**src/rtl/fec_pkg.sv**
```systemverilog
`timescale 1ns / 1ps
// Shared types and constants for the feedback comb echo block.
// No dependencies; imported by every module of the block except fec_ram.
package fec_pkg;

	// Storage and sample format
	localparam int HISTORY_DEPTH = 65536;
	localparam int SAMPLE_BITS   = 16;
	localparam int ADDR_BITS     = $clog2(HISTORY_DEPTH);
	localparam int FILL_BITS     = $clog2(HISTORY_DEPTH + 1);

	// Configuration registers
	localparam int LEN_BITS      = 17;
	localparam int GAIN_BITS     = 16;
	localparam int GAIN_FRAC     = 15;
	localparam int CFG_IDX_BITS  = 1;
	localparam int CFG_DATA_BITS = LEN_BITS;

	localparam logic [LEN_BITS-1:0]  LEN_RESET  = LEN_BITS'(4096);
	localparam logic [LEN_BITS-1:0]  LEN_MAX    = LEN_BITS'(HISTORY_DEPTH);
	localparam logic [GAIN_BITS-1:0] GAIN_RESET = GAIN_BITS'(16384);
	localparam logic [GAIN_BITS-1:0] GAIN_ONE   = GAIN_BITS'(32768);

	// Datapath widths: Q1.15 sample times Q1.15 unsigned gain, then a sum with headroom
	localparam int PROD_BITS = SAMPLE_BITS + GAIN_BITS + 1;
	localparam int SUM_BITS  = SAMPLE_BITS + 2;

	typedef enum logic [CFG_IDX_BITS-1:0] {
		CFG_DELAY_LENGTH = 1'b0,
		CFG_DECAY_GAIN   = 1'b1
	} cfg_idx_t;

	// History read request issued with an accepted transaction
	typedef struct packed {
		logic [ADDR_BITS-1:0] addr;
		logic                 hit;   // entry has been written since reset
	} rd_req_t;

	// History write-back from the last pipeline stage
	typedef struct packed {
		logic                   valid;
		logic [ADDR_BITS-1:0]   addr;
		logic [SAMPLE_BITS-1:0] data;
	} wr_req_t;

endpackage

```
**src/rtl/fec_ptr.sv**
```systemverilog
`timescale 1ns / 1ps
// Configuration registers, circular position pointer and history fill count.
// Depends on fec_pkg.
module fec_ptr
	import fec_pkg::*;
(
	input  logic                     clk,
	input  logic                     arst_n,
	input  logic                     cfg_write,
	input  logic [CFG_IDX_BITS-1:0]  cfg_index,
	input  logic [CFG_DATA_BITS-1:0] cfg_data,
	input  logic                     accept,
	input  wr_req_t                  wr,
	output rd_req_t                  rd,
	output logic [GAIN_BITS-1:0]     gain_eff
);

	logic [LEN_BITS-1:0]  len_q;
	logic [GAIN_BITS-1:0] gain_q;
	logic [ADDR_BITS-1:0] pos_q;
	logic [FILL_BITS-1:0] fill_q;

	logic [LEN_BITS-1:0]  len_eff;
	logic [ADDR_BITS-1:0] pos_cur;
	logic [LEN_BITS-1:0]  pos_inc;
	logic [ADDR_BITS-1:0] pos_nxt;

	// Configuration writes
	always_ff @(posedge clk or negedge arst_n) begin
		if (!arst_n) begin
			len_q  <= LEN_RESET;
			gain_q <= GAIN_RESET;
		end else if (cfg_write) begin
			unique case (cfg_idx_t'(cfg_index))
				CFG_DELAY_LENGTH: len_q  <= cfg_data;
				CFG_DECAY_GAIN:   gain_q <= cfg_data[GAIN_BITS-1:0];
				default:          ;
			endcase
		end
	end

	// Clamp length to [1, depth] and gain to unity
	always_comb begin
		if (len_q == '0) begin
			len_eff = LEN_BITS'(1);
		end else if (len_q > LEN_MAX) begin
			len_eff = LEN_MAX;
		end else begin
			len_eff = len_q;
		end
		gain_eff = (gain_q > GAIN_ONE) ? GAIN_ONE : gain_q;
	end

	// Position wraps early if the length was shortened under it
	always_comb begin
		pos_cur = (LEN_BITS'(pos_q) >= len_eff) ? '0 : pos_q;
		pos_inc = LEN_BITS'(pos_cur) + LEN_BITS'(1);
		pos_nxt = (pos_inc >= len_eff) ? '0 : pos_inc[ADDR_BITS-1:0];
	end

	always_ff @(posedge clk or negedge arst_n) begin
		if (!arst_n) begin
			pos_q <= '0;
		end else if (accept) begin
			pos_q <= pos_nxt;
		end
	end

	// Writes always land at or just past the written prefix, so one count
	// marks which entries hold data; the rest read as zero.
	always_ff @(posedge clk or negedge arst_n) begin
		if (!arst_n) begin
			fill_q <= '0;
		end else if (wr.valid && (FILL_BITS'(wr.addr) == fill_q)) begin
			fill_q <= fill_q + FILL_BITS'(1);
		end
	end

	assign rd.addr = pos_cur;
	assign rd.hit  = FILL_BITS'(pos_cur) < fill_q;

`ifndef SYNTHESIS
	a_rd_in_range: assert property (@(posedge clk) disable iff (!arst_n)
		accept |-> (LEN_BITS'(rd.addr) < len_eff))
		else $error("history read beyond effective delay length");

	a_wr_prefix: assert property (@(posedge clk) disable iff (!arst_n)
		wr.valid |-> (FILL_BITS'(wr.addr) <= fill_q))
		else $error("history write leaves a hole above the fill count");

	a_fill_bound: assert property (@(posedge clk) disable iff (!arst_n)
		fill_q <= FILL_BITS'(HISTORY_DEPTH))
		else $error("fill count exceeds history depth");
`endif

endmodule

```
**config.mk**
```make
export PLATFORM = sky130hd
export DESIGN_NAME = fec_ptr
export DESIGN_NICKNAME = d
export VERILOG_FILES = /design/src/rtl/fec_pkg.sv /design/src/rtl/fec_ptr.sv
export SDC_FILE = /design/constraint.sdc
export NUM_CORES = 1
export LEC_CHECK = 0
export BUFFER_PORTS_ARGS = -buffer_cell sky130_fd_sc_hd__buf_2
export CAP_MARGIN = 40
export CORE_ASPECT_RATIO = 1.25
export CORE_MARGIN = 3
export CORE_UTILIZATION = 55
export CTS_BUF_LIST = sky130_fd_sc_hd__clkbuf_8 sky130_fd_sc_hd__clkbuf_16
export CTS_CLUSTER_DIAMETER = 150
export DETAILED_ROUTE_END_ITERATION = 10
export GPL_ROUTABILITY_DRIVEN = 0
export GPL_TIMING_DRIVEN = 0
export PLACE_DENSITY_LB_ADDON = 0.08
export SETUP_SLACK_MARGIN = 0.3
export SYNTH_ARGS = -nofsm -noshare
export SYNTH_HDL_FRONTEND = slang
export SYNTH_SLANG_ARGS = --single-unit
```
**constraint.sdc**
```tcl
create_clock -name clk -period 7.4 [get_ports clk]
set_input_delay 0.37 -clock clk [delete_from_list [all_inputs] [get_ports clk]]
set_output_delay 0.37 -clock clk [all_outputs]
set_load 0.01 [all_outputs]
```
# Word level (Yosys, flattened, before mapping)
# Index checks and enable logic that the tools add are counted.
[totals]
register_bits = 66
inputBits = 55
[op_classes]
add_sub_neg = 2
n_lt_le_gt_ge = 5
eq_ne = 1
mux = 5
bitwise = 1
reduce_logical = 4
[op_table]
columns = ["cell", "count"]
rows = [
  ["2-to-1 mux 16 bit", 3],
  ["2-to-1 mux 17 bit", 2],
  ["adder 16 x 1 -> 17 bit, second input constant", 1],
  ["adder 17 x 1 -> 17 bit, second input constant", 1],
  ["== test 16 x 17 -> 1 bit", 1],
  [">= comparator 16 x 17 -> 1 bit", 1],
  [">= comparator 17 bit", 1],
  ["greater-than comparator 17 bit, second input constant", 1],
  ["logical NOT 17 bit", 1],
  ["< comparator 16 x 17 -> 1 bit", 1],
  ["greater-than comparator 16 bit, second input constant", 1],
  ["AND reduction 2 bit", 2],
  ["logical AND 1 bit", 1],
  ["NOT 1 bit", 1],
]

# Depth between registers and ports, before layout
# Gate-level depths: netlist of the first run.
[logic_depth]
ltp_word = 8
ltp_mapped = 26

# Worst setup path after synthesis of the first run
# OpenSTA, ideal clock, no wires.
[synth_timing]
kind = "register -> register"
start = "register len_q[3]"
end = "register pos_q[6]"
arrival_ps = 5164
t_required_ps = 7296
slack_ps = 2133
path_stages_with_launch = 25
path_buffers = 2
period_less_slack_ps = 5267
path_cell_list = "dfrtp_1 -> nor4_1 -> nand4_1 -> nand2_1 -> nand2_1 -> ha_1 -> a211oi_1 -> o211ai_1 -> a31oi_1 -> a31o_2 -> buf_2 -> and2_1 -> ha_1 -> nand3_1 -> nor3_1 -> and4_1 -> nor2_1 -> o21a_1 -> ha_1 -> and3_1 -> a2111oi_0 -> o41a_1 -> buf_4 -> nand2_2 -> o41ai_2"
[synth_lines]
columns = ["element", "line_no", "text"]
rows = [
  ["start, declared", "fec_ptr.sv:18", "logic [LEN_BITS-1:0] len_q;"],
  ["start signal, assigned", "fec_ptr.sv:35", "CFG_DELAY_LENGTH: len_q <= cfg_data;"],
  ["end signal, assigned", "fec_ptr.sv:65", "pos_q <= pos_nxt;"],
  ["end, declared", "fec_ptr.sv:20", "logic [ADDR_BITS-1:0] pos_q;"],
]

# Final worst setup path of the first run
[layout_timing]
start = "register len_q[11]"
end = "register pos_q[7]"
[layout_between]
elab_chain_cells = 8
[layout_rtl]
columns = ["element", "line_no", "text"]
rows = [
  ["greater-than comparator 17 bit", "fec_ptr.sv:46", "end else if (len_q > LEN_MAX) begin"],
  ["2-to-1 mux 17 bit", "fec_ptr.sv:46", ""],
  ["2-to-1 mux 17 bit (*)", "fec_ptr.sv:44", "if (len_q == '0) begin"],
  [">= comparator 16 x 17 -> 1 bit", "fec_ptr.sv:56", "pos_cur = (LEN_BITS'(pos_q) >= len_eff) ? '0 : pos_q;"],
  ["2-to-1 mux 16 bit", "fec_ptr.sv:56", ""],
  ["adder 16 x 1 -> 17 bit", "fec_ptr.sv:57", "pos_inc = LEN_BITS'(pos_cur) + LEN_BITS'(1);"],
  [">= comparator 17 bit", "fec_ptr.sv:58", "pos_nxt = (pos_inc >= len_eff) ? '0 : pos_inc[ADDR_BITS-1:0];"],
  ["2-to-1 mux 16 bit (*)", "fec_ptr.sv:58", ""],
]
# Mark *: on every way between the ends. The rest lies on a longest branch, timed or not.
# A chain may end at the register's enable or synchronous reset.

==> flow_summary_export.csv, run 1 <==
group,metric,value,unit
run_status,status,"finished, final reports clean",
floorplan,boundaryPins,88,
critical_path,cp_top_family,"simple AND/OR/NAND/NOR gates",
clock_tree,clk_path_buf_depth,2,
grt,antenna_found_initial,0,
critical_path,criticalPathCategory,"register to register",
final_layout,drive_gt1_share,23.9,%
min_path,hp-class,"input pin to async pin",
placed_design,pre_cts_ws,848,ps
synth,ys_top_cells_by_area,"dfrtp_1 (34%), ha_1 (13%), mux2_2 (7.4%)",
timing,tightest_slew,833,ps
detailed_routing,wire_per_inst,17.1,µm
critical_path,path_buf_inv,2,
clock_tree,cts_root_buffer,"clkbuf_8",
pwr,switchingPower,533,µW
timing,setup_viol,0,
synth,yosys_warnings,0,
critical_path,start_kind,"register",
placed_design,port_buffers,71,
run,cap_viol_max_count,0,
critical_path,max_stage_delay,420,ps
final_layout,postLayoutCoreUtil,65.4,%
final_layout,area_delta_synth_final,14.6,%
synth,synth.top_cell.area_share,33.9,%
timing,fmax,0.156,GHz
pwr,total_power,1.36,mW
critical_path,crit_top_cell,"ha_1",
pwr,leakagePower,2.56,nW
synth,syn-mean-instance-area,9.38,µm²
pwr,p_int,824,µW
critical_path,cp.required,7670,ps
synth,synth_seq_cells,66,
synth,synth_compound_area_share,12.9,%
clock_tree,cts_tree,"done",
final_layout,num_antenna_cells,0,
grt,grt_max_degree,67,
synth,ys_seq_area_share,35.0,%
detailed_routing,drt_first_pass_iters,4,
synth,synthFlopType,"dfrtp_1",
synth,synth_top_family_by_area,"simple AND/OR/NAND/NOR gates",
grt,grt-ovfl-total,0,
critical_path,critPathSlowestCell,"nor2_1",
grt,grt_pass1_vias,4181,
synth,postSynth.asyncResetShare,100,%
timing,final.setup.tns,0,ps
synth,yosys-top-cells-count,"dfrtp_1 (64), ha_1 (50), nor2_1 (40)",
placed_design,hpwl,9.46,mm
synth,syn-cell-area,4730,µm²
detailed_routing,antenna_left,0,
detailed_routing,drtIter0Drc,258,
pwr,ir_worst_vdd,159,µV
synth,yosysMostFrequentCell,"dfrtp_1",
clock_tree,clk_pin_slew_worst_paths,70,ps
pwr,power_frac_comb,42.1,%
critical_path,crit_chain,"nor4_1 > nand4_1 > nand2_1 > nand2_1 > ha_1 > a211oi_1 > o211ai_1 > a31oi_1 > a31oi_1 > nor2_1 > ha_1 > nand3_1 > nor3_2 > and4_1 > nor2_1 > o21a_1 > ha_1 > and3_1 > a2111oi_0 > o41a_1 > buf_4 > buf_6 > o211ai_1 > o21ai_0",
synth,synth.distinct_cells,52,
clock_tree,cts.sinks,66,
critical_path,endpoint_kind,"register",
detailed_routing,drc,0,
detailed_routing,avgViaCountPerCell,5.84,
synth,synth_top_area_cell,"dfrtp_1",
pwr,pwr-share-clk,23.3,%
clock_tree,cts_buffers,9,
synth,synth_fa_ha_area_share,13.2,%
timing,min_period_over_period,86.4,%
timing,fin_ws,1000,ps
timing,rsz0062_at_grt,"false",
pwr,pwr-share-seq,34.6,%
clock_tree,insertion_delay,350,ps
synth,synth-edff-count,0,
critical_path,critPathArrivalTime,6670,ps
synth,syn-instance-count,504,
floorplan,die_y,110,µm
critical_path,cp_max_fo,10,
floorplan,die-width,88.9,µm
timing,clock_skew,8.03,ps
final_layout,nets,691,
pwr,swShare,39.3,%
floorplan,core_area,8290,µm²
clock_tree,cts_setup_buffers,0,
timing,slew_viol_final,0,
clock_tree,htreeDepth,3,
floorplan,fp-row-count,37,
timing,slew_headroom,44.5,%
synth,syn-num-nets,609,
synth,synth_xor_area_share,6.11,%
synth,muxShareOfSynthArea,7.81,%
grt,track_usage,25.9,%
detailed_routing,routed_wl,11.7,mm
grt,grt_pass1_wl,19.3,mm
pwr,power_density,251,nW/µm²
floorplan,dieArea,9750,µm²
timing,hold_viol,0,
final_layout,fillers,697,
floorplan,start_util,57.1,%
detailed_routing,vias,4020,
timing,min_period,6400,ps
synth,synthSimpleGateAreaFrac,20.6,%
==> through the flow <==
step                area, µm²  hold WS, ps  cells
floorplan                4730         74.4    504
global placement         5200          446    672
detailed placement       5210          475    672
CTS                      5410          145    688
global route             5420          181    688
finish                   5420          114    688
==> layout by cell type, fill, tap and decap left out, types with 3 or more instances in the layout <==
master    count
buf_2        74
dfrtp_1      64
ha_1         50
nor2_1       40
nand2_1      36
inv_1        34
mux2_2       31
xnor2_1      29
nor2b_1      21
nand3_1      20
o21ai_0      19
a21oi_1      15
nor3_1       13
and2_1       11
o21a_1       11
clkbuf_8     11
nand4_1      10
o211ai_1     10
nor4_1       10
a31oi_1       9
o31ai_1       5
and3_1        5
and4_1        4
clkbuf_1      4
xor2_1        4
a211oi_1      3
buf_4         3
a22o_1        3
nor4_2        3
a32oi_1       3
clkinv_2      3
==> repair_timing <==
action,CTS,global route
hold buffers,0,0
gates resized for setup,0,1
hold endpoints to repair,0,0
setup endpoints to repair,0,5
==> power groups by stage <==
stage          clock network (mW)  logic (mW)  registers, mW
3_5_place_dp                    0       0.572          0.475
5_1_grt                     0.339       0.647          0.477
6_report                    0.316       0.572          0.470
2_1_floorplan                   0       0.399          0.457
4_1_cts                     0.321       0.574          0.469
3_3_place_gp                    0       0.550          0.474
==> layout make-up <==
type | count | area (µm²) | area share [%]
Buffer | 14 | 81.3 | 1.50
Multi-Input combinational cell | 390 | 2870 | 53.0
Clock buffer | 11 | 151 | 2.80
Inverter | 34 | 128 | 2.36
Tap cell | 97 | 121 | 2.24
Sequential cell | 66 | 1650 | 30.5
Timing Repair Buffer | 71 | 358 | 6.61
Clock inverter | 5 | 52.6 | 0.970
==> routing by layer <==
layer	part of all wire, %	up-vias	GRT usage [%]
met4	4.6	0	13.7
met5	0	-	0
li1	-	1985	-
met3	3.9	35	4.27
met2	52	112	47.5
met1	39	1888	27.8
==> kinds of logic (layout without fill, tap and decap cells) <==
group,after synthesis,in the layout
fa+ha+maj,50,50
mux,33,33
buf+inv,48,135
xor+xnor,33,33
compound gates,90,90
flops,66,66
simple gates,184,184
==> registers in the layout, indices dropped and copies added (netlist names) <==
register / count
fill_q: 17
gain_q: 16
len_q: 17
pos_q: 16
==> final timing paths <==
kind,slack [ps],end,cells after the start,startpoint
max in group asynchronous,6740,len_q[0]$_DFFE_PN0P_,1,arst_n
max,1000,pos_q[7]$_DFFE_PN0P_,24,len_q[11]$_DFFE_PN0P_
min,110,fill_q[12]$_DFFE_PN0P_,1,arst_n
max reg2reg,1000,pos_q[7]$_DFFE_PN0P_,24,len_q[11]$_DFFE_PN0P_
min reg2reg,490,fill_q[16]$_DFFE_PN0P_,2,fill_q[16]$_DFFE_PN0P_
min in group clk,240,len_q[0]$_DFFE_PN0P_,3,cfg_data[0]
Power figures use the tool's default switching activity.
==> run 2, diff against run 1 <==
--- a/config.mk
+++ b/config.mk
@@ -9,8 +9,8 @@
 export CAP_MARGIN = 40
 export CORE_ASPECT_RATIO = 1.25
 export CORE_MARGIN = 3
-export CORE_UTILIZATION = 55
-export CTS_BUF_LIST = sky130_fd_sc_hd__clkbuf_8 sky130_fd_sc_hd__clkbuf_16
+export CORE_UTILIZATION = 53
+export CTS_BUF_LIST = sky130_fd_sc_hd__clkbuf_8
 export CTS_CLUSTER_DIAMETER = 150
 export DETAILED_ROUTE_END_ITERATION = 10
 export GPL_ROUTABILITY_DRIVEN = 0
==> constraint.sdc (replaced) <==
create_clock -name clk -period 5.8 [get_ports clk]
set_input_delay 0.29 -clock clk [delete_from_list [all_inputs] [get_ports clk]]
set_output_delay 0.29 -clock clk [all_outputs]
set_load 0.01 [all_outputs]
==> flow_summary_export.csv, run 2 (synthesis results as in run 1) <==
group,metric,value,unit
floorplan,dieArea,10100,µm²
pwr,leakagePower,2.68,nW
critical_path,endpoint_kind,"register",
critical_path,start_kind,"register",
detailed_routing,wire_per_inst,16.9,µm
clock_tree,cts_tree,"done",
timing,tightest_slew,852,ps
detailed_routing,antenna_left,0,
critical_path,criticalPathCategory,"register to register",
run,cap_viol_max_count,0,
pwr,switchingPower,754,µW
pwr,swShare,38.7,%
clock_tree,clk_path_buf_depth,2,
floorplan,start_util,55.8,%
critical_path,r2r_cells,26,
placed_design,port_buffers,71,
critical_path,r2r_start,"len_q[6]$_DFFE_PN0P_",
grt,met1_usage,27.0,%
timing,fin_ws,599,ps
final_layout,fillers,706,
detailed_routing,routed_wl,12.3,mm
floorplan,core_area,8470,µm²
critical_path,cp_top_family,"simple AND/OR/NAND/NOR gates",
critical_path,path_buf_inv,4,
grt,grt_use_met3,4.73,%
clock_tree,cts_root_buffer,"clkbuf_8",
timing,rsz0062_at_grt,"false",
critical_path,cp_max_fo,10,
clock_tree,insertion_delay,350,ps
clock_tree,htreeDepth,3,
floorplan,boundaryPins,88,
grt,antenna_found_initial,0,
critical_path,max_stage_delay,400,ps
timing,slew_headroom,43.2,%
detailed_routing,avgViaCountPerCell,5.70,
final_layout,area_delta_synth_final,22.7,%
timing,setup_viol,0,
timing,min_period_over_period,89.7,%
final_layout,num_antenna_cells,0,
clock_tree,clk_pin_slew_worst_paths,70,ps
pwr,power_density,336,nW/µm²
run_status,status,"finished, final reports clean",
timing,min_period,5200,ps
pwr,pwr-share-seq,31.3,%
grt,grt_pass1_wl,20.0,mm
critical_path,crit_path_start,"len_q[6]$_DFFE_PN0P_",
pwr,pwr-share-clk,22.2,%
timing,final.setup.tns,0,ps
timing,hold_viol,0,
placed_design,hpwl,9.35,mm
pwr,p_int,1.20,mW
clock_tree,cts.sinks,66,
detailed_routing,drc,0,
final_layout,nets,710,
grt,grt_pass1_vias,4279,
floorplan,die_y,112,µm
grt,grt_max_degree,67,
timing,clock_skew,9.90,ps
grt,track_usage,24.5,%
min_path,hp-class,"input pin to async pin",
timing,fmax,0.192,GHz
final_layout,drive_gt1_share,30.5,%
detailed_routing,vias,4142,
grt,grt-ovfl-total,0,
grt,use_met2,44.7,%
pwr,ir_worst_vdd,185,µV
timing,slew_viol_final,0,
critical_path,cp_num_cells,26,
final_layout,final_common_cell,"buf_2",
floorplan,fp-row-count,37,
floorplan,die-width,90.5,µm
grt,grt-busiest-layer,"met2",
final_layout,final_cell_mix,"buf_2 (73), dfrtp_1 (64), ha_1 (46), nor2_1 (37), nand2_1 (35)",
critical_path,critPathSlowestCell,"dfrtp_1",
detailed_routing,drtIter0Drc,292,
pwr,power_frac_comb,46.5,%
clock_tree,cts_buffers,9,
detailed_routing,drt_first_pass_iters,4,
final_layout,largestRegisters,"fill_q (17), len_q (17)",
critical_path,worst-r2r-setup-slack,600,ps
critical_path,cp.required,6070,ps
critical_path,critPathArrivalTime,5470,ps
placed_design,pre_cts_ws,-761,ps
run 2: worst reg2reg max path, stage by stage (launching register included):
cell	delay [ps]
dfrtp_1	400
nor4_2	310
nand4_1	170
nand2_2	140
buf_4	140
nand2_1	80
ha_1	320
a21oi_1	160
nor2_1	70
a31oi_2	260
a31o_2	220
buf_6	150
and2_4	180
ha_4	160
nand3_4	130
nor3_4	260
and4_4	270
nor2_1	50
o21a_1	190
ha_1	290
and3_1	180
a2111oi_2	290
o41a_1	220
buf_6	150
buf_8	160
o211ai_1	100
o21ai_1	100
run 2: path summary, 6_finish.rpt:
kind,endpoint
worst max-delay path,pos_q[15]$_DFFE_PN0P_
worst min-delay path,fill_q[13]$_DFFE_PN0P_
worst max register to register,pos_q[15]$_DFFE_PN0P_
worst min register to register,fill_q[16]$_DFFE_PN0P_
max in group asynchronous,len_q[5]$_DFFE_PN0P_
min in group clk,len_q[16]$_DFFE_PN0P_
run 2: timing repair:
| item | CTS | global route |
|---|---|---|
| setup buffers | 11 | 8 |
| resized for setup | 15 | 28 |
| setup endpoints to repair | 17 | 17 |
| hold buffers | 0 | 0 |
| pin swaps | 4 | 8 |
run 2: final cells by class:
| cell class | count | area [µm²] | share of cell area [%] |
|---|---|---|---|
| plain buffers | 14 | 95.1 | 1.64 |
| clock buffers | 10 | 138 | 2.37 |
| inverters | 34 | 128 | 2.20 |
| multi-input cells | 390 | 3060 | 52.7 |
| well taps | 117 | 146 | 2.52 |
| repair buffers | 90 | 500 | 8.63 |
| clock inverters | 6 | 80.1 | 1.38 |
| flip-flops and latches | 66 | 1650 | 28.5 |
run 2: through the flow:
| step | hold slack (ps) | instances | util [%] | area (µm²) | power (mW) |
|---|---|---|---|---|---|
| floorplan | -5.59 | 504 | - | 4730 | 1.09 |
| global placement | 448 | 692 | 61.7 | 5230 | 1.31 |
| detailed placement | 452 | 692 | 61.8 | 5230 | 1.34 |
| CTS | 79.2 | 719 | 66.1 | 5600 | 1.86 |
| global route | 107 | 727 | 68.5 | 5800 | 2.08 |
| finish | 45.9 | 727 | 68.5 | 5800 | 1.95 |
run 2: routing by layer:
| layer | vias up | wire (µm) |
|---|---|---|
| li1 | 2019 | - |
| met1 | 1959 | 4790 |
| met2 | 131 | 6570 |
| met3 | 33 | 549 |
| met4 | 0 | 361 |
| met5 | - | 0 |
run 2: power groups by stage:
stage | registers (mW) | logic (mW) | clock network, mW
6_report | 0.610 | 0.906 | 0.433
5_1_grt | 0.623 | 0.999 | 0.463
4_1_cts | 0.602 | 0.813 | 0.441
3_5_place_dp | 0.606 | 0.732 | 0
3_3_place_gp | 0.605 | 0.708 | 0
2_1_floorplan | 0.583 | 0.509 | 0
