[src/rtl/fec_pkg.sv]
`timescale 1ns / 1ps
// Shared types and constants for the feedback comb echo block.
// No dependencies; imported by every module of the block except fec_ram.
package fec_pkg;

	// Storage and sample format
	localparam int HISTORY_DEPTH = 65536;
	localparam int SAMPLE_BITS   = 16;
	localparam int ADDR_BITS     = $clog2(HISTORY_DEPTH);
	localparam int FILL_BITS     = $clog2(HISTORY_DEPTH + 1);

	// Configuration registers
	localparam int LEN_BITS      = 17;
	localparam int GAIN_BITS     = 16;
	localparam int GAIN_FRAC     = 15;
	localparam int CFG_IDX_BITS  = 1;
	localparam int CFG_DATA_BITS = LEN_BITS;

	localparam logic [LEN_BITS-1:0]  LEN_RESET  = LEN_BITS'(4096);
	localparam logic [LEN_BITS-1:0]  LEN_MAX    = LEN_BITS'(HISTORY_DEPTH);
	localparam logic [GAIN_BITS-1:0] GAIN_RESET = GAIN_BITS'(16384);
	localparam logic [GAIN_BITS-1:0] GAIN_ONE   = GAIN_BITS'(32768);

	// Datapath widths: Q1.15 sample times Q1.15 unsigned gain, then a sum with headroom
	localparam int PROD_BITS = SAMPLE_BITS + GAIN_BITS + 1;
	localparam int SUM_BITS  = SAMPLE_BITS + 2;

	typedef enum logic [CFG_IDX_BITS-1:0] {
		CFG_DELAY_LENGTH = 1'b0,
		CFG_DECAY_GAIN   = 1'b1
	} cfg_idx_t;

	// History read request issued with an accepted transaction
	typedef struct packed {
		logic [ADDR_BITS-1:0] addr;
		logic                 hit;   // entry has been written since reset
	} rd_req_t;

	// History write-back from the last pipeline stage
	typedef struct packed {
		logic                   valid;
		logic [ADDR_BITS-1:0]   addr;
		logic [SAMPLE_BITS-1:0] data;
	} wr_req_t;

endpackage

[src/rtl/fec_dp.sv]
`timescale 1ns / 1ps
// Echo datapath: forwarding, gain multiply, round/add/saturate, write-back, output register.
// Depends on fec_pkg.
module fec_dp
	import fec_pkg::*;
(
	input  logic                   clk,
	input  logic                   arst_n,
	input  logic                   sample_in_valid,
	output logic                   sample_in_ready,
	input  logic [SAMPLE_BITS-1:0] sample_in,
	input  rd_req_t                rd,
	input  logic [SAMPLE_BITS-1:0] ram_rdata,
	input  logic [GAIN_BITS-1:0]   gain_eff,
	output logic                   accept,
	output wr_req_t                wr,
	output logic                   sample_out_valid,
	input  logic                   sample_out_ready,
	output logic [SAMPLE_BITS-1:0] sample_out
);

	localparam logic signed [PROD_BITS-1:0] RND_BIAS = PROD_BITS'(1) <<< (GAIN_FRAC - 1);
	localparam logic signed [SUM_BITS-1:0]  SAT_MAX  = SUM_BITS'((1 << (SAMPLE_BITS - 1)) - 1);
	localparam logic signed [SUM_BITS-1:0]  SAT_MIN  = -SAT_MAX - SUM_BITS'(1);

	// Stage 1: history read in flight
	logic                          valid_s1;
	logic signed [SAMPLE_BITS-1:0] x_s1;
	logic [ADDR_BITS-1:0]          addr_s1;
	logic                          hit_s1;
	// Stage 2: product ready
	logic                          valid_s2;
	logic signed [SAMPLE_BITS-1:0] x_s2;
	logic [ADDR_BITS-1:0]          addr_s2;
	logic signed [PROD_BITS-1:0]   prod_s2;
	// Last write-back, covers a read issued on the edge of that write
	logic                          wb_valid_q;
	logic [ADDR_BITS-1:0]          wb_addr_q;
	logic [SAMPLE_BITS-1:0]        wb_data_q;
	// Output register
	logic                          out_valid_q;
	logic [SAMPLE_BITS-1:0]        out_data_q;

	logic out_free, s2_free, s2_adv, s1_free, s1_adv;
	logic signed [SAMPLE_BITS-1:0] h_s1;
	logic signed [PROD_BITS-1:0]   h_ext, g_ext, prod_nx;
	logic signed [PROD_BITS-1:0]   rnd_full;
	logic signed [SUM_BITS-1:0]    sum_raw;
	logic signed [SAMPLE_BITS-1:0] sum_sat;

	// Flow control: each stage moves when the one ahead is free
	always_comb begin
		out_free        = !out_valid_q || sample_out_ready;
		s2_adv          = valid_s2 && out_free;
		s2_free         = !valid_s2 || out_free;
		s1_adv          = valid_s1 && s2_free;
		s1_free         = !valid_s1 || s2_free;
		sample_in_ready = s1_free;
		accept          = sample_in_valid && s1_free;
	end

	// History value: newest of in-flight result, last write, memory, or zero
	always_comb begin
		priority if (valid_s2 && (addr_s2 == addr_s1)) begin
			h_s1 = sum_sat;
		end else if (wb_valid_q && (wb_addr_q == addr_s1)) begin
			h_s1 = wb_data_q;
		end else if (hit_s1) begin
			h_s1 = ram_rdata;
		end else begin
			h_s1 = '0;
		end
		h_ext   = PROD_BITS'(h_s1);
		g_ext   = PROD_BITS'({1'b0, gain_eff});
		prod_nx = h_ext * g_ext;
	end

	// Round Q2.30 to Q1.15, add input, saturate
	always_comb begin
		rnd_full = (prod_s2 + RND_BIAS) >>> GAIN_FRAC;
		sum_raw  = SUM_BITS'(x_s2) + rnd_full[SUM_BITS-1:0];
		if (sum_raw > SAT_MAX) begin
			sum_sat = SAT_MAX[SAMPLE_BITS-1:0];
		end else if (sum_raw < SAT_MIN) begin
			sum_sat = SAT_MIN[SAMPLE_BITS-1:0];
		end else begin
			sum_sat = sum_raw[SAMPLE_BITS-1:0];
		end
	end

	// Pipeline control
	always_ff @(posedge clk or negedge arst_n) begin
		if (!arst_n) begin
			valid_s1    <= 1'b0;
			valid_s2    <= 1'b0;
			wb_valid_q  <= 1'b0;
			out_valid_q <= 1'b0;
		end else begin
			if (s1_free) begin
				valid_s1 <= sample_in_valid;
			end
			if (s2_free) begin
				valid_s2 <= valid_s1;
			end
			if (s2_adv) begin
				wb_valid_q <= 1'b1;
			end
			if (out_free) begin
				out_valid_q <= valid_s2;
			end
		end
	end

	// Pipeline payload
	always_ff @(posedge clk) begin
		if (accept) begin
			x_s1    <= sample_in;
			addr_s1 <= rd.addr;
			hit_s1  <= rd.hit;
		end
		if (s1_adv) begin
			x_s2    <= x_s1;
			addr_s2 <= addr_s1;
			prod_s2 <= prod_nx;
		end
		if (s2_adv) begin
			wb_addr_q  <= addr_s2;
			wb_data_q  <= sum_sat;
			out_data_q <= sum_sat;
		end
	end

	assign wr.valid         = s2_adv;
	assign wr.addr          = addr_s2;
	assign wr.data          = sum_sat;
	assign sample_out_valid = out_valid_q;
	assign sample_out       = out_data_q;

`ifndef SYNTHESIS
	a_full_stall: assert property (@(posedge clk) disable iff (!arst_n)
		(valid_s1 && valid_s2 && out_valid_q && !sample_out_ready) |-> !sample_in_ready)
		else $error("transaction accepted into a full pipeline");

	a_wb_tracks: assert property (@(posedge clk) disable iff (!arst_n)
		s2_adv |=> (wb_valid_q && (wb_addr_q == $past(addr_s2)) && (out_data_q == wb_data_q)))
		else $error("write-back register out of step with delivered result");

	a_no_drop: assert property (@(posedge clk) disable iff (!arst_n)
		(valid_s2 && !out_free) |=> valid_s2)
		else $error("stage 2 result lost while output stalled");
`endif

endmodule

[config.mk]
export PLATFORM = sky130hd
export DESIGN_NAME = fec_dp
export DESIGN_NICKNAME = d
export VERILOG_FILES = /design/src/rtl/fec_pkg.sv /design/src/rtl/fec_dp.sv
export SDC_FILE = /design/constraint.sdc
export NUM_CORES = 1
export LEC_CHECK = 0
export BUFFER_PORTS_ARGS = -buffer_cell sky130_fd_sc_hd__buf_2
export CORE_MARGIN = 8
export CORE_UTILIZATION = 40
export CTS_CLUSTER_DIAMETER = 120
export DETAILED_ROUTE_END_ITERATION = 16
export PLACE_DENSITY = 0.55
export SLEW_MARGIN = 40
export SYNTH_ARGS = -nofsm -noshare
export SYNTH_HDL_FRONTEND = slang
export SYNTH_SLANG_ARGS = --single-unit
export TNS_END_PERCENT = 10
[constraint.sdc]
create_clock -name clk -period 9.56 [get_ports clk]
set_clock_uncertainty 0.1 [all_clocks]
set_input_delay 0.478 -clock clk [delete_from_list [all_inputs] [get_ports clk]]
set_output_delay 0.478 -clock clk [all_outputs]
set_load 0.02 [all_outputs]
# Word level (Yosys, flattened, before mapping)
# Index checks and enable logic that the tools add are counted.
dict set report op_classes {
  n_addsub 2
  mul 1
  div 0
  n_lt_le_gt_ge 2
  n_eq_ne 2
  shift 0
  muxes 5
  bitwise_logic 0
  reduce_logical 11
}
# operator count
set op_table {}
lappend op_table {{16-bit 2-to-1 mux} 5}
lappend op_table {{33-bit by 16-bit adder with 33-bit output, second input constant} 1}
lappend op_table {{16-bit by 17-bit multiplier with 33-bit output} 1}
lappend op_table {{16-bit equality test} 2}
lappend op_table {{18-bit adder} 1}
lappend op_table {{18-bit by 16-bit greater-than comparator with 1-bit output, second input constant} 1}
lappend op_table {{18-bit by 16-bit < comparator with 1-bit output, second input constant} 1}
lappend op_table {{1-bit logical AND} 5}
lappend op_table {{1-bit zero test} 3}
lappend op_table {{1-bit logical OR} 3}
dict set report totals {
  regBits 134
  latch_bits 0
  mem_bits_rw 0
  rom_bits 0
  input_bits 69
  out_inout_bits 52
  word_cells 35
  memories 0
}

# Logic depth before layout (Yosys ltp)
# Gate-level depths: netlist of run 1.
dict set report depth {
  ltp_word 7
  depth_mapped 46
  ltp_nobuf 43
}

# Least setup slack after synthesis of run 1
# No wires, ideal clock.
dict set report synth_timing {
  path_kind {register to register}
  from {reg prod_s2[14]}
  to {reg prod_s2[31] (data pin)}
  setup_ps 265
  arrival_ps 9163
  required_time_ps 9195
  path_slack_ps 32
  path_stages_with_launch 40
  period_less_slack_ps 9528
  path_cell_list {edfxtp_1 ha_1 and4_1 and4_1 and2_1 xor2_1 ha_1 a21oi_1 a21boi_0 o21ai_0 o211ai_2 xnor2_2 a21oi_1 o21ai_0 nand2_1 o21ai_0 clkbuf_1 nand2_1 (+4 left out) fa_1 fa_1 inv_1 fa_1 inv_1 ha_1 inv_1 o21ai_0 a21oi_1 o21bai_1 a21o_1 a21o_1 a21oi_1 nor2_1 a211oi_1 a31o_2 o21ai_0 xor2_1}
}
# item line
set synth_lines {}
lappend synth_lines {{start: declaration} fec_dp.sv:35} ;# logic signed [PROD_BITS-1:0] prod_s2;
lappend synth_lines {{start signal: assignment} fec_dp.sv:124} ;# prod_s2 <= prod_nx;

# Worst setup path after layout of run 1
dict set report layout_timing {
  from {reg prod_s2[15]}
  to {reg prod_s2[30] (data pin)}
}
dict set report layout_between {
  elab_chain_len 7
  word_cells_on_any_way 8
  cone_classes {add/sub: 2; mul: 1; order compare: 2; mux: 3}
}
# item line
set layout_lines {}
lappend layout_lines {{33-bit by 16-bit adder with 33-bit output (*)} fec_dp.sv:80} ;# rnd_full = (prod_s2 + RND_BIAS) >>> GAIN_FRAC;
lappend layout_lines {{18-bit adder (*)} fec_dp.sv:81} ;# sum_raw = SUM_BITS'(x_s2) + rnd_full[SUM_BITS-1:0];
lappend layout_lines {{18-bit by 16-bit < comparator with 1-bit output} fec_dp.sv:84} ;# end else if (sum_raw < SAT_MIN) begin
lappend layout_lines {{16-bit 2-to-1 mux} fec_dp.sv:84}
lappend layout_lines {{16-bit 2-to-1 mux (*)} fec_dp.sv:82} ;# if (sum_raw > SAT_MAX) begin
lappend layout_lines {{16-bit 2-to-1 mux (*)} fec_dp.sv:64} ;# priority if (valid_s2 && (addr_s2 == addr_s1)) begin
lappend layout_lines {{16-bit by 17-bit multiplier with 33-bit output (*)} fec_dp.sv:75} ;# prod_nx = h_ext * g_ext;
lappend layout_lines {{net prod_nx[30]} fec_dp.sv:46} ;# logic signed [PROD_BITS-1:0] h_ext, g_ext, prod_nx;
# The timed path passes the listed nets; every way through them passes the cells marked *.
# A chain may end at the register's enable or synchronous reset.

==> summary.txt, run 1 <==
Final Hold Viols: 0
Final WL: 38500 um
Max-slew headroom: 0.519
WHS Endpoint: addr_s1[8]
CTS buffer count: 17
Worst setup SP type: register
Clock root buffer: clkbuf_16
Post-Synthesis Mean Instance Area: 9.99 um^2
Chip height: 207 um
Max stage delay on crit path: 0.53 ns
Hold Path Depth: 1
Crit Path Class: register to register
HPWL Detailed: 30800 um
Hold Crit Class: input pin to register
Layout cells sized above 1: 0.201
FF/Latch Area: 0.00358 mm^2
Pleak: 8.14 nW
Final TNS setup: 0 ns
CTS tree: built
Via count: 10640
Die W: 207 um
Layout Nets: 2043
Setup-failing EPs final: 0
Worst-path clk slew: 0.06 ns
CTS Sinks: 120
Post-Syn Area: 0.0145 mm^2
Worst flop-to-flop path endpoint: prod_s2[30]
Total track usage: 0.184
DRT antenna net count: 0
Vias in the first global route: 11002
Worst-skew pair later-pin latency: 0.42 ns
Vias per cell: 5.03
CP most frequent cell: fa_1
Main synth FF type: edfxtp_1
Die ar.: 0.0427 mm^2
GRT overflow: 0
Max rail drop VDD: 158 uV
MaxCap Viol Count: 0
Placed instance count: 2047
IO Count: 121
Status: complete, no violations
First-pass DRT Iterations: 4
Area of the multi-input gates: 0.0101 mm^2
Worst R2R Start: prod_s2[15]
Fraction of registers with async set/reset: 0.0333
Placer Congestion: 0.904
Final Max Tran Viols: 0
Synthesized Nets: 1854
Critical Path End Type: register
WP data arrival: 9.30 ns
Initial antenna violation count: 0
Number of port buffers: 120
Post-synth EDFFs: 116
Final Non-Filler Cells: 2117
Num rows: 69
Area growth, synth to finish: 18.2%
Final setup margin: 0.393 ns
# DRC: 0
Fin crit share: 0.959
Reg-to-reg setup timing slack: 0.39 ns
Gate count of the mapped netlist: 1453
Maximum buffer depth of the clock tree: 2
Unique masters post-synth: 68
CP max FO: 7
H-tree Lvls: 4
Pwr dens: 262 mW/mm^2
Fin crit period: 9.17 ns
Critical Path Slowest Stage Cell: fa_1
Largest net degree at the start of global routing: 52
Min Hold Slack: 0.132 ns
Fmax: 109 MHz
First-pass GRT wire length: 60400 um
Starting Density: 0.407
WP data required: 9.69 ns
DR iter-0 viols: 587
Worst hold start: rd[9]
Routed WL per cell: 18.2 um
Worst-margin pin slew: 0.722 ns
Register-to-Register Path Depth: 40
Core Area: 0.0357 mm^2
FILL cells: 3424
Ys Warns: 0
Yosys reg bits: 120
DP Worst Slack: -0.213 ns
Register area share after synthesis: 0.247
-- cells in the final DEF (no fill, tap or decap), types with 6 or more instances in the layout --
cell	Yosys	routed
clkbuf_16	0	17
xnor2_1	55	54
nand4_1	13	13
a21o_1	17	17
nand3_1	36	35
buf_2	3	121
xor2_1	23	23
a21oi_2	1	6
o21ai_2	1	10
edfxtp_1	116	116
inv_1	260	259
o21ai_1	7	18
ha_1	138	130
and3_1	10	9
nor2b_1	6	6
fa_1	194	193
a21oi_1	40	32
nand2b_1	10	10
o21ai_0	35	11
buf_6	0	13
o21a_1	19	19
nor2_2	0	6
or2_2	9	9
nor2_1	42	36
and2_1	133	132
buf_4	2	80
nand2_1	163	160
-- critical path, delay by kind of cell, from the launching register on --
| family | cells | cell delay (ns) |
|---|---|---|
| flip-flops | 1 | 0.42 |
| adder cells (fa/ha/maj) | 9 | 3.73 |
| XOR/XNOR | 2 | 0.35 |
| buffers and inverters | 10 | 1.17 |
| AND/OR/NAND/NOR | 10 | 1.74 |
| AO/OA/AOI/OAI | 9 | 1.44 |
-- how the worst max path moves through the flow --
| stage | startpoint | end | slack (ns) | cells after the start |
|---|---|---|---|---|
| after global placement | prod_s2[14] | prod_s2[24] | -0.12 | 38 |
| after CTS | prod_s2[14] | prod_s2[30] | 0.003 | 41 |
| after floorplan | prod_s2[14] | prod_s2[31] | 0.03 | 39 |
| after detailed placement | prod_s2[14] | prod_s2[24] | -0.21 | 38 |
| final | prod_s2[15] | prod_s2[30] | 0.39 | 40 |
| after global routing | prod_s2[15] | prod_s2[30] | -0.06 | 44 |
-- logic make-up after synthesis --
group                    share of synthesized area
AO/OA/AOI/OAI                               0.0770
flip-flops                                   0.247
buffers and inverters                       0.0801
XOR/XNOR                                    0.0504
multiplexers                               0.00284
adder cells (fa/ha/maj)                      0.386
AND/OR/NAND/NOR                              0.157
-- cell usage after synthesis, types with 2 or more instances --
cell      instances  area, um^2
o21ai_0          35         175
nor4b_1           2        17.5
buf_4             2        15.0
nand2b_1         10        62.6
xnor2_2           2        32.5
or2_2             9        56.3
dfrtp_1           4         100
a211oi_2          2        25.0
nand3_1          36         180
a21oi_1          40         200
a21o_1           17         128
xor2_1           23         201
inv_1           260         976
o21ai_1           7        35.0
and3_1           10        62.6
mux2i_1           3        30.0
nand4_1          13        81.3
ha_1            138        1730
o211ai_2          3        37.5
clkbuf_1         39         146
o211ai_1          4        30.0
and2_1          133         832
a211o_1           2        17.5
buf_2             3        15.0
o21bai_1          6        45.0
xnor2_1          55         482
nor2b_1           6        37.5
nor3b_1           3        22.5
fa_1            194        3880
a211oi_1          5        37.5
nand2_1         163         612
o31ai_1           2        15.0
nor4_1            3        18.8
o21a_1           19         143
edfxtp_1        116        3480
buf_1             3        11.3
and4_1            4        35.0
nor3_1            5        25.0
nor2_1           42         158
a311oi_1          2        17.5
-- metrics by stage --
stage                     cell area (um^2)   util  total power (W)
after CTS                            16500  0.464          0.00434
after global placement               16000  0.448          0.00373
after global routing                 17200  0.481          0.00490
after floorplan                      14500      -          0.00279
after detailed placement             16000  0.448          0.00374
final                                17200  0.481          0.00450
-- layer usage --
| metal | vias up | global-route usage | part of all wire |
|---|---|---|---|
| li1 | 5039 | - | - |
| met1 | 5361 | 0.243 | 0.45 |
| met2 | 197 | 0.315 | 0.49 |
| met3 | 43 | 0.0231 | 0.035 |
| met4 | 0 | 0.0509 | 0.020 |
| met5 | - | 0 | 0 |
-- area by class of cell --
| cell class | count | share of cell area |
|---|---|---|
| multi-input combinational | 1026 | 0.589 |
| sequential | 120 | 0.209 |
| timing repair buffer | 217 | 0.0817 |
| inverter | 260 | 0.0568 |
| tap | 461 | 0.0336 |
| clock buffer | 18 | 0.0250 |
| clock inverter | 14 | 0.00496 |
| antenna | 1 | 0.000146 |
-- sequential cells by signal, indices dropped and copies added, names as in the netlist --
| register | flops |
|---|---|
| addr_s1 | 16 |
| addr_s2 | 16 |
| hit_s1 | 1 |
| prod_s2 | 19 |
| sample_out | 16 |
| sample_out_valid | 1 |
| valid_s1 | 1 |
| valid_s2 | 1 |
| wb_addr_q | 16 |
| wb_valid_q | 1 |
| x_s1 | 16 |
| x_s2 | 16 |
-- repair_timing --
action                     CTS  global route
setup endpoints to repair    9            19
cloned                       0             2
pin swaps                    4            34
hold endpoints to repair     4             0
gates resized for setup     11            91
hold buffers                 1             0
buffers inserted             2            31
-- where the power goes --
| group | switching (W) | internal, W | total (W) | leakage, nW |
|---|---|---|---|---|
| clock | 0.000230 | 0.000326 | 0.000556 | 0.248 |
| combinational | 0.00178 | 0.00130 | 0.00308 | 6.73 |
| sequential | 0.0000857 | 0.000777 | 0.000863 | 1.16 |
| total | 0.00210 | 0.00240 | 0.00450 | 8.14 |
Note: power is estimated with default switching activity, not from simulation.
==> inputs of run 2 (changes only) <==
--- a/config.mk
+++ b/config.mk
@@ -7,10 +7,11 @@
 export LEC_CHECK = 0
 export BUFFER_PORTS_ARGS = -buffer_cell sky130_fd_sc_hd__buf_2
 export CORE_MARGIN = 8
-export CORE_UTILIZATION = 40
+export CORE_UTILIZATION = 35
 export CTS_CLUSTER_DIAMETER = 120
 export DETAILED_ROUTE_END_ITERATION = 16
-export PLACE_DENSITY = 0.55
+export MAX_ROUTING_LAYER = met4
+export PLACE_DENSITY = 0.49
 export SLEW_MARGIN = 40
 export SYNTH_ARGS = -nofsm -noshare
 export SYNTH_HDL_FRONTEND = slang
==> run 2 against run 1 <==
Routed wire length up 4.6%. Largest cell class unchanged. Die area up 13%. Register-to-register slack worse by 0.07 ns. Count of clock-buffer cells in the layout down 1.
==> summary.txt, run 2 (synthesis results as in run 1) <==
WP data arrival: 9.29 ns (about the same)
DRT antenna net count: 0 (unchanged)
Number of port buffers: 120 (unchanged)
Commonest cells after routing, fill and taps aside: 258 x inv_1, 193 x fa_1, 157 x nand2_1
CP startpoint: prod_s2[15]
Worst setup SP type: register
MaxCap Viol Count: 0 (unchanged)
Crit Path Class: register to register
N_diodes: 0 (-1)
Pwr dens: 274 mW/mm^2 (+4.6%)
Maximum buffer depth of the clock tree: 2 (unchanged)
Vias per cell: 4.90 (-2.6%)
Hold Crit Class: input pin to register
Num rows: 74 (+7.2%)
RSZ-0062 raised after global routing: true
Final Non-Filler Cells: 2183 (+3.1%)
Reg-to-reg setup timing slack: 0.32 ns (-0.07 ns)
Final Hold Viols: 0 (unchanged)
Final WL: 40300 um (+4.6%)
Worst-path clk slew: 0.06 ns (about the same)
Placer Congestion: 0.858 (-5.2%)
Max-slew headroom: 0.520 (+0.00150)
Critical Path Slowest Stage Cell: fa_1
Overall power: 0.00479 W (+6.4%)
Pleak: 8.20 nW (+0.70%)
Core Area: 0.0409 mm^2 (+15%)
Worst R2R Start: prod_s2[15]
DR iter-0 viols: 598 (+1.9%)
Starting Density: 0.355 (-0.0524)
CP max FO: 8 (+1)
Setup-failing EPs final: 0 (unchanged)
First-pass DRT Iterations: 5 (+1)
CTS Sinks: 120 (unchanged)
GRT overflow: 0 (unchanged)
Placed instance count: 2125 (+3.8%)
WP data required: 9.61 ns (-0.08 ns)
DP Worst Slack: -0.315 ns (-0.102 ns)
Max stage delay on crit path: 0.55 ns (+0.02 ns)
Worst-margin pin slew: 0.720 ns (-0.00225 ns)
Biggest register: prod_s2
Total track usage: 0.173 (-0.0107)
Via count: 10686 (+0.43%)
HPWL Detailed: 32100 um (+4.3%)
# DRC: 0 (unchanged)
Die W: 220 um (+6.4%)
Chip height: 220 um (+6.4%)
Final setup margin: 0.320 ns (-0.0728 ns)
Critical Path End Type: register
CTS buffer count: 17 (unchanged)
First-pass GRT wire length: 63300 um (+4.8%)
Largest net degree at the start of global routing: 52 (unchanged)
Status: complete, no violations
Fin crit share: 0.967 (+0.00762)
Clock root buffer: clkbuf_16
Max rail drop VDD: 195 uV (+23%)
Max reg flops: 19 (unchanged)
Fmax: 108 MHz (-0.79%)
Fin crit period: 9.24 ns (+0.0728 ns)
Layout Nets: 2039 (-0.20%)
Layout cells sized above 1: 0.211 (+0.0102)
Initial antenna violation count: 1 (+1)
IO Count: 121 (unchanged)
CP most frequent cell: fa_1
Most common cell after layout, fill and taps aside: inv_1
Area growth, synth to finish: 20.2%
Worst hold start: rd[13]
CTS tree: built
Vias in the first global route: 11266 (+2.4%)
Final Max Tran Viols: 0 (unchanged)
Largest delay share family, worst path: adder cells
Worst-skew pair later-pin latency: 0.42 ns (about the same)
Routed WL per cell: 18.5 um (+1.5%)
WP buf/inv: 7 (-3)
H-tree Lvls: 4 (unchanged)
Die ar.: 0.0483 mm^2 (+13%)
Min Hold Slack: 0.132 ns (-0.0000400 ns)
[run 2: changes by cell type in the layout (fill, tap and decap cells not counted), sizes merged]
| cell | change |
|---|---|
| bufinv | +3 |
| buf | -8 |
| inv | +4 |
| clkinv | -4 |
| diode | -1 |
| clkbuf | +2 |
| clkinvlp | -2 |
| clkdlybuf4s15 | +1 |
[run 2: final timing paths]
kind / to / cells past startpoint
max reg2reg: prod_s2[29] / 43
max: prod_s2[29] / 43
min reg2reg: x_s2[9] / 0
max in group asynchronous: valid_s1 / 2
min: addr_s1[12] / 1
min in group asynchronous: valid_s2 / 2
[run 2: cell type report]
cell class	count	area [um^2]
Fill cell	4000	23500
Multi-Input combinational cell	1026	10200
Sequential cell	120	3580
Timing Repair Buffer	213	1400
Inverter	260	976
Tap cell	532	666
Clock buffer	17	425
Clock inverter	15	191
[run 2: worst reg2reg max path: cells and delay by family, from the launching register on]
family | cells | cell delay, ns
flip-flops | 1 | 0.42
adder cells (fa/ha/maj) | 9 | 3.68
XOR/XNOR | 3 | 0.45
buffers and inverters | 7 | 0.71
AND/OR/NAND/NOR | 8 | 1.23
AO/OA/AOI/OAI | 16 | 2.36
[run 2: power by group]
| group | switching, W | internal (W) |
|---|---|---|
| registers | 0.0000807 | 0.000777 |
| clock network | 0.000249 | 0.000416 |
| logic | 0.00188 | 0.00139 |
[run 2: per-layer routing]
metal | wire length (um) | up-vias | GRT usage | part of all wire
li1 | - | 5036 | - | -
met1 | 18200 | 5381 | 0.228 | 0.45
met2 | 19600 | 230 | 0.283 | 0.49
met3 | 1820 | 39 | 0.0234 | 0.045
met4 | 611 | 0 | 0.0376 | 0.015
met5 | 0 | - | - | 0
[run 2: timing repair]
action	in CTS	in global routing
pin swaps	2	52
hold buffers	1	0
resized for setup	19	96
setup buffers	4	19
hold endpoints to repair	4	0
endpoints found under the setup margin	13	17
cloned	1	1
[run 2: metrics by stage]
step           utilization  area, um^2  TNS (ns)
2_1_floorplan            -       14500         0
3_3_place_gp         0.394       16100     -4.98
3_5_place_dp         0.394       16100     -1.92
4_1_cts              0.413       16900         0
5_1_grt              0.427       17500    -0.182
6_report             0.427       17500         0
